`config.mk`:
```
export PLATFORM = sky130hd
export DESIGN_NAME = aol_ctrl
export DESIGN_NICKNAME = d
export VERILOG_FILES = /design/src/hw/rtl/aol_pkg.sv /design/src/hw/rtl/aol_ctrl.sv
export SDC_FILE = /design/constraint.sdc
export NUM_CORES = 1
export LEC_CHECK = 0
export ABC_AREA = 1
export BUFFER_PORTS_ARGS = -buffer_cell sky130_fd_sc_hd__buf_4
export CAP_MARGIN = 20
export CORE_AREA = 5 5 42 44
export DETAILED_ROUTE_END_ITERATION = 12
export DIE_AREA = 0 0 47 49
export GPL_ROUTABILITY_DRIVEN = 0
export GPL_TIMING_DRIVEN = 0
export PLACE_DENSITY = 0.54
export RECOVER_POWER = 50
export SKIP_CTS_REPAIR_TIMING = 1
export SLEW_MARGIN = 40
export SYNTH_ARGS = -nofsm -noshare
export SYNTH_HDL_FRONTEND = slang
export SYNTH_SLANG_ARGS = --single-unit
```
`constraint.sdc`:
```
create_clock -name clock -period 1.94 [get_ports clock]
set_clock_uncertainty 0.2 [all_clocks]
set_input_delay 0.097 -clock clock [delete_from_list [all_inputs] [get_ports clock]]
set_output_delay 0.097 -clock clock [all_outputs]
set_load 0.005 [all_outputs]
```
`src/hw/rtl/aol_pkg.sv`:
```
`timescale 1ns / 1ps
// ----------------------------------------------------------------------------
// aol_pkg
// Shared constants and controller/datapath handshake types for the looper.
// ----------------------------------------------------------------------------
package aol_pkg;

   localparam int DEF_MAX_SAMPLES = 65536;
   localparam int DEF_SAMPLE_BITS = 16;

   // Mix gain 0.707 as Q0.15, rounding half up before the shift
   localparam int MIX_COEF  = 23167;
   localparam int MIX_SHIFT = 15;
   localparam int MIX_ROUND = 16384;

   localparam int LAYER_BITS = 8;
   localparam logic [LAYER_BITS-1:0] LAYER_MAX = 8'hFF;

   // Commands from the controller to the datapath
   typedef struct packed {
      logic accept;      // capture the transaction and update loop state
      logic clear_step;  // zero one entry of both stores
      logic mix_step;    // read one entry pair for the overdub mix
      logic rd_issue;    // read the loop entry for playback
      logic out_load;    // load the result register
   } aol_cmd_type;

   // Status from the datapath to the controller
   typedef struct packed {
      logic erase_req;   // pending transaction carries erase
      logic mix_req;     // pending transaction needs an overdub pass
      logic clear_last;  // clear counter at the final entry
      logic mix_last;    // mix counter at the final entry
      logic out_free;    // result register can take a new result
   } aol_stat_type;

endpackage

```
`src/hw/rtl/aol_ctrl.sv`:
```
`timescale 1ns / 1ps
// ----------------------------------------------------------------------------
// aol_ctrl
// Sequencer: accept, clearing pass, overdub pass, playback read, result load.
// ----------------------------------------------------------------------------
module aol_ctrl import aol_pkg::*; (
   input  logic         clock,
   input  logic         reset,
   input  logic         req_valid,
   output logic         req_ready,
   input  aol_stat_type stat,
   output aol_cmd_type  cmd
);

   localparam logic [2:0] S_INIT  = 3'd0;
   localparam logic [2:0] S_IDLE  = 3'd1;
   localparam logic [2:0] S_CLEAR = 3'd2;
   localparam logic [2:0] S_MIX   = 3'd3;
   localparam logic [2:0] S_DRAIN = 3'd4;
   localparam logic [2:0] S_READ  = 3'd5;
   localparam logic [2:0] S_OUT   = 3'd6;

   logic [2:0] state_ff;
   logic [2:0] state_in;

   assign req_ready = (state_ff == S_IDLE);

   always_comb begin
      state_in = state_ff;
      cmd      = '0;
      case (state_ff)
         S_INIT: begin
            cmd.clear_step = 1'b1;
            if (stat.clear_last) state_in = S_IDLE;
         end
         S_IDLE: begin
            if (req_valid) begin
               cmd.accept = 1'b1;
               if (stat.erase_req)    state_in = S_CLEAR;
               else if (stat.mix_req) state_in = S_MIX;
               else                   state_in = S_READ;
            end
         end
         S_CLEAR: begin
            cmd.clear_step = 1'b1;
            if (stat.clear_last) state_in = S_READ;
         end
         S_MIX: begin
            cmd.mix_step = 1'b1;
            if (stat.mix_last) state_in = S_DRAIN;
         end
         S_DRAIN: begin
            // let the last mixed entry land before the playback read
            state_in = S_READ;
         end
         S_READ: begin
            cmd.rd_issue = 1'b1;
            state_in     = S_OUT;
         end
         S_OUT: begin
            if (stat.out_free) begin
               cmd.out_load = 1'b1;
               state_in     = S_IDLE;
            end
         end
         default: begin
            state_in = S_INIT;
         end
      endcase
   end

   always_ff @(posedge clock) begin
      if (reset) state_ff <= S_INIT;
      else       state_ff <= state_in;
   end

endmodule

```
==> results of run 1 <==
[tightest hold or removal path: cells and delay by family]
family          cells  cell delay [ps]
compound gates      1               70
simple gates        2              120
buf+inv             1               80
[where the power goes]
| part | switching (uW) | internal (uW) | leakage [uW] |
|---|---|---|---|
| sequential | 31.5 | 85.2 | 0.0000250 |
| combinational | 152 | 124 | 0.000218 |
| clock | 31.5 | 77.0 | 0.0000150 |
| total | 215 | 286 | 0.000258 |
[stage by stage]
stage | instance area (um^2) | setup slack, ps | power [uW] | cells
2_1_floorplan | 284 | 694 | 302 | 55
3_3_place_gp | 402 | 529 | 399 | 84
3_5_place_dp | 402 | 542 | 398 | 84
4_1_cts | 428 | 520 | 511 | 88
5_1_grt | 438 | 430 | 562 | 89
6_report | 438 | 526 | 501 | 89
[worst paths after layout]
check	end	slack, ps	cells after the start
worst max register to register	state_ff[2]	540	7
worst max-delay path	cmd[2]	530	4
worst min register to register	state_ff[1]	350	2
worst min-delay path	state_ff[0]	-8	4
[area by class of cell]
type	count	area, um^2
well taps	16	20.0
plain buffers	1	11.3
repair buffers	14	108
multi-input cells	40	171
clock buffers	4	26.3
flip-flops and latches	3	60.1
fillers	177	963
inverters	11	41.3
[cells in the mapped netlist]
library cell	number
dfxtp_1	3
buf_6	1
nand2_2	1
inv_1	10
a21oi_1	1
nor2_1	16
nor2_2	2
nand3_1	7
nand4_1	1
nand2_1	11
o21ai_0	1
inv_2	1
[layer usage]
layer  global-route usage [%]  vias to the layer above  wire length [um]
met3                     4.80                        0                91
met5                        0                        -                 0
li1                         -                      199                 -
met4                        0                        0                 0
met1                     8.32                      143               337
met2                     8.37                       13               259
[cells by family after synthesis]
| family | count (synthesis) | synth area share [%] |
|---|---|---|
| DFF | 3 | 21.1 |
| AOI/OAI and AO/OA | 2 | 3.52 |
| and+or+nand+nor | 38 | 56.8 |
| buffers and inverters | 12 | 18.5 |
==> impl_metrics.toml, run 1 <==
[synthesis]
ys_warn_count = 0
ys_seq_area_share_pct = 21.1
syn_area_per_cell_um2 = 5.16
synth.largest_area_cell = "dfxtp_1"
netlist_area_um2 = 284
ys_seq_elements = 3
ys_types = 12
synth.top_cell.area_share_pct = 21.1
netlist_top_cells_area = "dfxtp_1, nor2_1, nand2_1, inv_1, nand3_1"
syn_nets = 63
syn_inst = 55

[detailed_routing]
ant_nets = 0
routedWlPerCell_um = 7.73
vias_per_cell = 3.99
drc = 0
wirelength_um = 688
drt_iter0_markers = 3
drt_pass1_iterations = 2
vias = 355

[clock_tree]
clock_latency_ps = 230
cts_tree = "done"
clkTransAtPathRegs_ps = 30
cts_made_buffers = 3
cts.path.max_buffers = 2
root_buffer = "clkbuf_4"
htreeDepth = 1
numClockSinks = 3

[setup_path]
cp_top_family = "flip-flops"
end_kind = "primary output"
path_common_cell = "inv_1"
cp.arrival_ps = 1120
critPathMaxStageDelay_ps = 440
worstSetupStartpointType = "flip-flop"
critical_path.max_fanout = 7
critPathBufInv = 3
crit_path_start = "state_ff[2]"
critical_path.cell_chain = "inv_1 > nand3_1 > inv_1 > buf_4"
r2r-start = "state_ff[2]"
slowest_stage = "dfxtp_1"
cp.required_ps = 1640
crit_type = "flip-flop to primary output"

[cells_and_area]
drive_above_1_share_pct = 27.4
num_antenna_cells = 0
postLayoutCoreUtil_pct = 31.3
regMostFlops = "state_ff"
final_common_cell = "nor2_1"
final_cell_mix = "nor2_1, inv_1, nand2_1, buf_4, nand3_1"
synthToLayoutAreaGrowth_pct = 54.2
fin_nets = 82
largest_reg_flops = 3
top_regs = "state_ff: 3 flops"

[status]
violations = "negative hold slack"
status = "finished, violations left"

[hold_path]
min_from = "stat[4]"
hold_class = "primary input to flip-flop"

[timing]
period_share_pct = 72.9
setup_viol = 0
layout_min_cycle_time_ps = 1410
hold_viol_final = 1
max_freq_mhz = 707
hold_ws_ps = -8.34
fin_setup_tns_ps = 0
rsz0062_at_grt = "false"
tightest_slew_ps = 235
maxSlewViolCount = 0
relSlewSlack_pct = 84.3

[global_routing]
grt_max_degree = 9
antenna_found_initial = 0
grt_pass1_wl_mm = 1.08
track_usage_pct = 6.19
overflow = 0
first_global_vias = 305

[placed_design]
io_buffers = 13
hpwlAfterDp_um = 563

[pwr]
p_leak_uw = 0.000258
power.density_nw_per_um2 = 1140
irDropWorstVdd_v = 0.000545

[floorplanning]
core.rowCount = 14
die_y_um = 49
initial_core_util_pct = 20.3
ios = 14
die_width_um = 47
core_um2 = 1400
die_area_um2 = 2300

[run]
drv_cap = 0
Note: power is estimated with default switching activity, not from simulation.
==> inputs of run 2 (changes only) <==
ABC_AREA = 0   (was 1)
PLACE_DENSITY = 0.55   (was 0.54)
clock period = 1.2 ns   (was 1.94 ns; I/O delays follow)
==> run 2 against run 1 <==
Compared with the run above: the run ends with negative hold slack, negative setup slack left; synthesized cell count is 29% lower; worst setup slack worse by 690 ps; via count is 2.0% higher; hold slack worse by 73 ps; synthesized area is 1.8% lower; clock-buffer cell count stayed put; critical endpoint is now cmd[0].
==> impl_metrics.toml, run 2 <==
[detailed_routing]
vias = 362
drt_pass1_iterations = 3
ant_nets = 0
wirelength_um = 860
vias_per_cell = 4.64
routedWlPerCell_um = 11.0
drc = 0
drt_iter0_markers = 2

[clock_tree]
numClockSinks = 3
htreeDepth = 1
cts.path.max_buffers = 2
cts_tree = "done"
clkTransAtPathRegs_ps = 40
clock_latency_ps = 230
root_buffer = "clkbuf_4"
cts_made_buffers = 3

[floorplanning]
core.rowCount = 14
die_y_um = 49
die_width_um = 47
core_um2 = 1400
die_area_um2 = 2300
ios = 14
initial_core_util_pct = 19.9

[status]
violations = "negative hold slack, negative setup slack"
status = "finished, violations left"

[synthesis]
synth_mux_area_share_pct = 0
synth-adder-area-share_pct = 0
yosys.area_share.simple_pct = 36.3
synth_edf_count = 0
syn_inst = 39
ys_types = 22
synth.largest_area_cell = "dfxtp_1"
ys_warn_count = 0
ys_seq_area_share_pct = 21.5
yosysMostFrequentCell = "nor2_1"
syn_nets = 47
ys.flop_type = "dfxtp_1"
netlist_area_um2 = 279
ys_seq_elements = 3
syn_area_per_cell_um2 = 7.15
netlist_top_cells_area = "dfxtp_1, nor2_1, nor3_1, a211oi_1, nand2b_4"
synth_top_family_by_area = "simple AND/OR/NAND/NOR gates"
post_synth_xor_area_fraction_pct = 0
synth_compound_area_share_pct = 29.6
synth_common_cells = "nor2_1, dfxtp_1, inv_1, nor3_1"
synth.top_cell.area_share_pct = 21.5
ys_async_sr_fraction_pct = 0

[cells_and_area]
drive_above_1_share_pct = 59.7
final_common_cell = "buf_4"
nFillCells = 153
top_regs = "state_ff: 3 flops"
finalInstanceArea_um2 = 528
postLayoutCoreUtil_pct = 37.7
num_antenna_cells = 0
regMostFlops = "state_ff"
synthToLayoutAreaGrowth_pct = 89.2
largest_reg_flops = 3
final_cell_mix = "buf_4, nor2_1, buf_6"
fin_nets = 71

[setup_path]
worstSetupStartpointType = "flip-flop"
slowest_stage = "dfxtp_2"
end_kind = "primary output"
critical_path.max_fanout = 7
crit_type = "flip-flop to primary output"
path_common_cell = "buf_6"
critical_path.cell_chain = "buf_6 > nor2b_4 > and3_4 > buf_6"
cp.required_ps = 940
critPathMaxStageDelay_ps = 320
cp.arrival_ps = 1110

[timing]
relSlewSlack_pct = 81.8
hold_viol_final = 2
max_freq_mhz = 732
period_share_pct = 114
hold_ws_ps = -81.3
tightest_slew_ps = 271
setup_viol = 7
maxSlewViolCount = 0
rsz0062_at_grt = "true"
layout_min_cycle_time_ps = 1370
setup_slack_ps = -166

[global_routing]
grt_max_degree = 11
track_usage_pct = 8.23
overflow = 0
grt_pass1_wl_mm = 1.35
first_global_vias = 363
antenna_found_initial = 0

[pwr]
irDropWorstVdd_v = 0.000369
p_int_uw = 371
p_switching_uw = 170
p_leak_uw = 0.000234
combPwrFrac_pct = 44.6
seqPwrFrac_pct = 22.7
power.density_nw_per_um2 = 1030
swShare_pct = 31.4
p_clk_share_pct = 32.7

[placed_design]
io_buffers = 13
place_area_um2 = 420
hpwlAfterDp_um = 612

[hold_path]
hold_class = "primary input to flip-flop"

[run]
drv_cap = 0
## run 2: cell types whose count changed after synthesis, moves of 2 or more
cell and delta:
and3_1 +2, nand2_1 -10, nand3_1 -7, a31oi_1 +2, nor2_2 -2, inv_1 -7
nor3_1 +3, a211oi_1 +2, nor2_1 -10, nor2b_1 +2
## run 2: metrics by stage
stage	TNS, ps	setup WS [ps]	std cells	hold WS [ps]	power [uW]
6_report	-644	-166	78	-81.3	541
5_1_grt	-1130	-215	78	-57.5	585
4_1_cts	-1180	-253	72	-191	510
3_5_place_dp	-317	-160	68	60.4	322
3_3_place_gp	-328	-158	68	61.2	319
2_1_floorplan	-120	-93.5	39	-74.7	251
## run 2: kinds of logic after synthesis
| group | Yosys count |
|---|---|
| flip-flops | 3 |
| buffers and inverters | 6 |
| AND/OR/NAND/NOR | 18 |
| AO/OA/AOI/OAI | 12 |
## run 2: critical path, delay by kind of cell, from the launching register on
family | cells | cell delay (ps)
and+or+nand+nor | 2 | 350
DFF | 1 | 320
buffers and inverters | 2 | 200
## run 2: routing by layer
layer	track usage, %	share of wire, %	vias up
met2	11.1	51	10
met5	0	0	-
met1	10.3	43	161
met3	0	3.5	2
li1	-	-	189
met4	9.68	2.3	0
## run 2: layout make-up
cell class / instances / area (um^2) / area share, %
Multi-Input combinational cell: 30 / 221 / 41.9
Clock buffer: 4 / 26.3 / 4.98
Sequential cell: 3 / 66.3 / 12.6
Buffer: 3 / 33.8 / 6.40
Tap cell: 16 / 20.0 / 3.79
Timing Repair Buffer: 19 / 146 / 27.7
Inverter: 3 / 13.8 / 2.61
## run 2: final timing paths
path	from	cells past startpoint	to	slack [ps]
setup / recovery	state_ff[2]	4	cmd[0]	-170
setup reg to reg	state_ff[0]	5	state_ff[1]	-160
hold reg to reg	state_ff[0]	3	state_ff[2]	440
hold / removal	stat[2]	3	state_ff[2]	-80
## run 2: power by group through the flow
stage	clock, uW	sequential (uW)	combinational, uW
3_5_place_dp	0	122	199
5_1_grt	196	124	265
3_3_place_gp	0	122	197
4_1_cts	188	121	200
6_report	177	123	242
2_1_floorplan	0	121	130
==> inputs of run 3 (changes only) <==
--- a/constraint.sdc
+++ b/constraint.sdc
@@ -4,2 +4,2 @@
 set_output_delay 0.06 -clock clock [all_outputs]
-set_load 0.005 [all_outputs]
+set_load 0.05 [all_outputs]
==> run 3 against run 2 <==
Compared with the run above: hold slack improved by 13 ps; non-clock buffer count increased by 3; clock power is essentially flat; critical path type is now flip-flop to flip-flop; utilization grew 6.2 points; the flow still finishes with violations (negative hold slack, negative setup slack).
==> impl_metrics.toml, run 3 (synthesized netlist as in run 2, its figures left out) <==
[cells_and_area]
nFillCells = 142
top_regs = "state_ff: 3 flops"
drive_above_1_share_pct = 64.6
regMostFlops = "state_ff"
final_cell_mix = "buf_4, buf_6"
num_antenna_cells = 0
final_common_cell = "buf_4"
synthToLayoutAreaGrowth_pct = 120
largest_reg_flops = 3
fin_nets = 74

[hold_path]
hold_class = "primary input to flip-flop"

[detailed_routing]
drt_iter0_markers = 7
vias_per_cell = 4.77
ant_nets = 0
drc = 0
wirelength_mm = 1.04
routedWlPerCell_um = 12.8
vias = 386
drt_pass1_iterations = 4

[timing]
tightest_slew_ps = 267
relSlewSlack_pct = 82.0
maxSlewViolCount = 0
setup_slack_ps = -230
setup_viol = 9
hold_ws_ps = -68.0
layout_min_cycle_time_ps = 1430
period_share_pct = 119
rsz0062_at_grt = "true"
hold_viol_final = 2
max_freq_mhz = 699

[pwr]
seqPwrFrac_pct = 18.4
swShare_pct = 39.0
p_leak_uw = 0.000264
p_switching_uw = 264
combPwrFrac_pct = 54.9
irDropWorstVdd_v = 0.000743
p_int_uw = 411
power.density_nw_per_um2 = 1100
p_clk_share_pct = 26.6
p_total_uw = 675

[setup_path]
worstSetupStartpointType = "flip-flop"
cp.required_ps = 1120
crit_type = "flip-flop to flip-flop"
critical_path.max_fanout = 6
cp.arrival_ps = 1350
end_kind = "flip-flop"

[global_routing]
grt_pass1_wl_mm = 1.40
antenna_found_initial = 0
grt_max_degree = 11
first_global_vias = 326
track_usage_pct = 8.58
overflow = 0

[placed_design]
dpl_worst_slack_ps = -215
hpwlAfterDp_um = 618
io_buffers = 13

[run]
drv_cap = 0

[clock_tree]
numClockSinks = 3
clock_latency_ps = 240
cts.path.max_buffers = 2
clkTransAtPathRegs_ps = 40
cts_made_buffers = 3
root_buffer = "clkbuf_4"
htreeDepth = 1
cts_tree = "done"

[floorplanning]
die_y_um = 49
core_um2 = 1400
initial_core_util_pct = 19.9
ios = 14
die_width_um = 47
core.rowCount = 14
die_area_um2 = 2300

[status]
violations = "negative hold slack, negative setup slack"
status = "finished, violations left"
run 3: cell count changes in the layout (fill, tap and decap cells not counted), sizes merged:
cell,delta
buf,+2
dlygate4sd3,+1
run 3: layer usage:
metal	part of all wire, %	vias to the layer above	track usage (%)
met3	5.8	0	5.54
met1	45	179	11.6
met2	50	11	10.9
li1	-	196	-
met5	0	-	0
met4	0	0	2.76
run 3: path summary, 6_finish.rpt:
check,startpoint,slack (ps),to,depth (start not counted)
worst max-delay path,state_ff[2],-230,state_ff[1],5
worst min-delay path,stat[2],-70,state_ff[2],3
worst max register to register,state_ff[2],-230,state_ff[1],5
worst min register to register,state_ff[2],430,state_ff[2],3
run 3: critical path, cell delays in order (launching register included):
cell and delay [ps]:
dfxtp_2 320, buf_6 120, nor2b_4 120, a31oi_1 260, a211oi_2 110, a31o_1 180
run 3: final cells by class:
class	count	area, um^2	share of cell area (%)
repair buffers	22	205	33.4
clock buffers	4	26.3	4.28
multi-input cells	30	246	40.1
inverters	3	16.3	2.65
flip-flops and latches	3	66.3	10.8
well taps	16	20.0	3.26
plain buffers	3	33.8	5.50
run 3: power by group through the flow:
stage,combinational [uW],sequential [uW],clock (uW)
after floorplan,207,120,0
after global placement,277,121,0
after detailed placement,278,121,0
after CTS,279,120,190
after global routing,394,126,208
final,371,124,180
run 3: through the flow:
| step | setup TNS, ps | util [%] | std cells | cell area [um^2] |
|---|---|---|---|---|
| global placement | -454 | 31.2 | 68 | 437 |
| CTS | -1560 | 33.0 | 72 | 463 |
| floorplan | -170 | - | 39 | 319 |
| detailed placement | -426 | 31.2 | 68 | 437 |
| global route | -1760 | 43.8 | 81 | 614 |
| finish | -1330 | 43.8 | 81 | 614 |
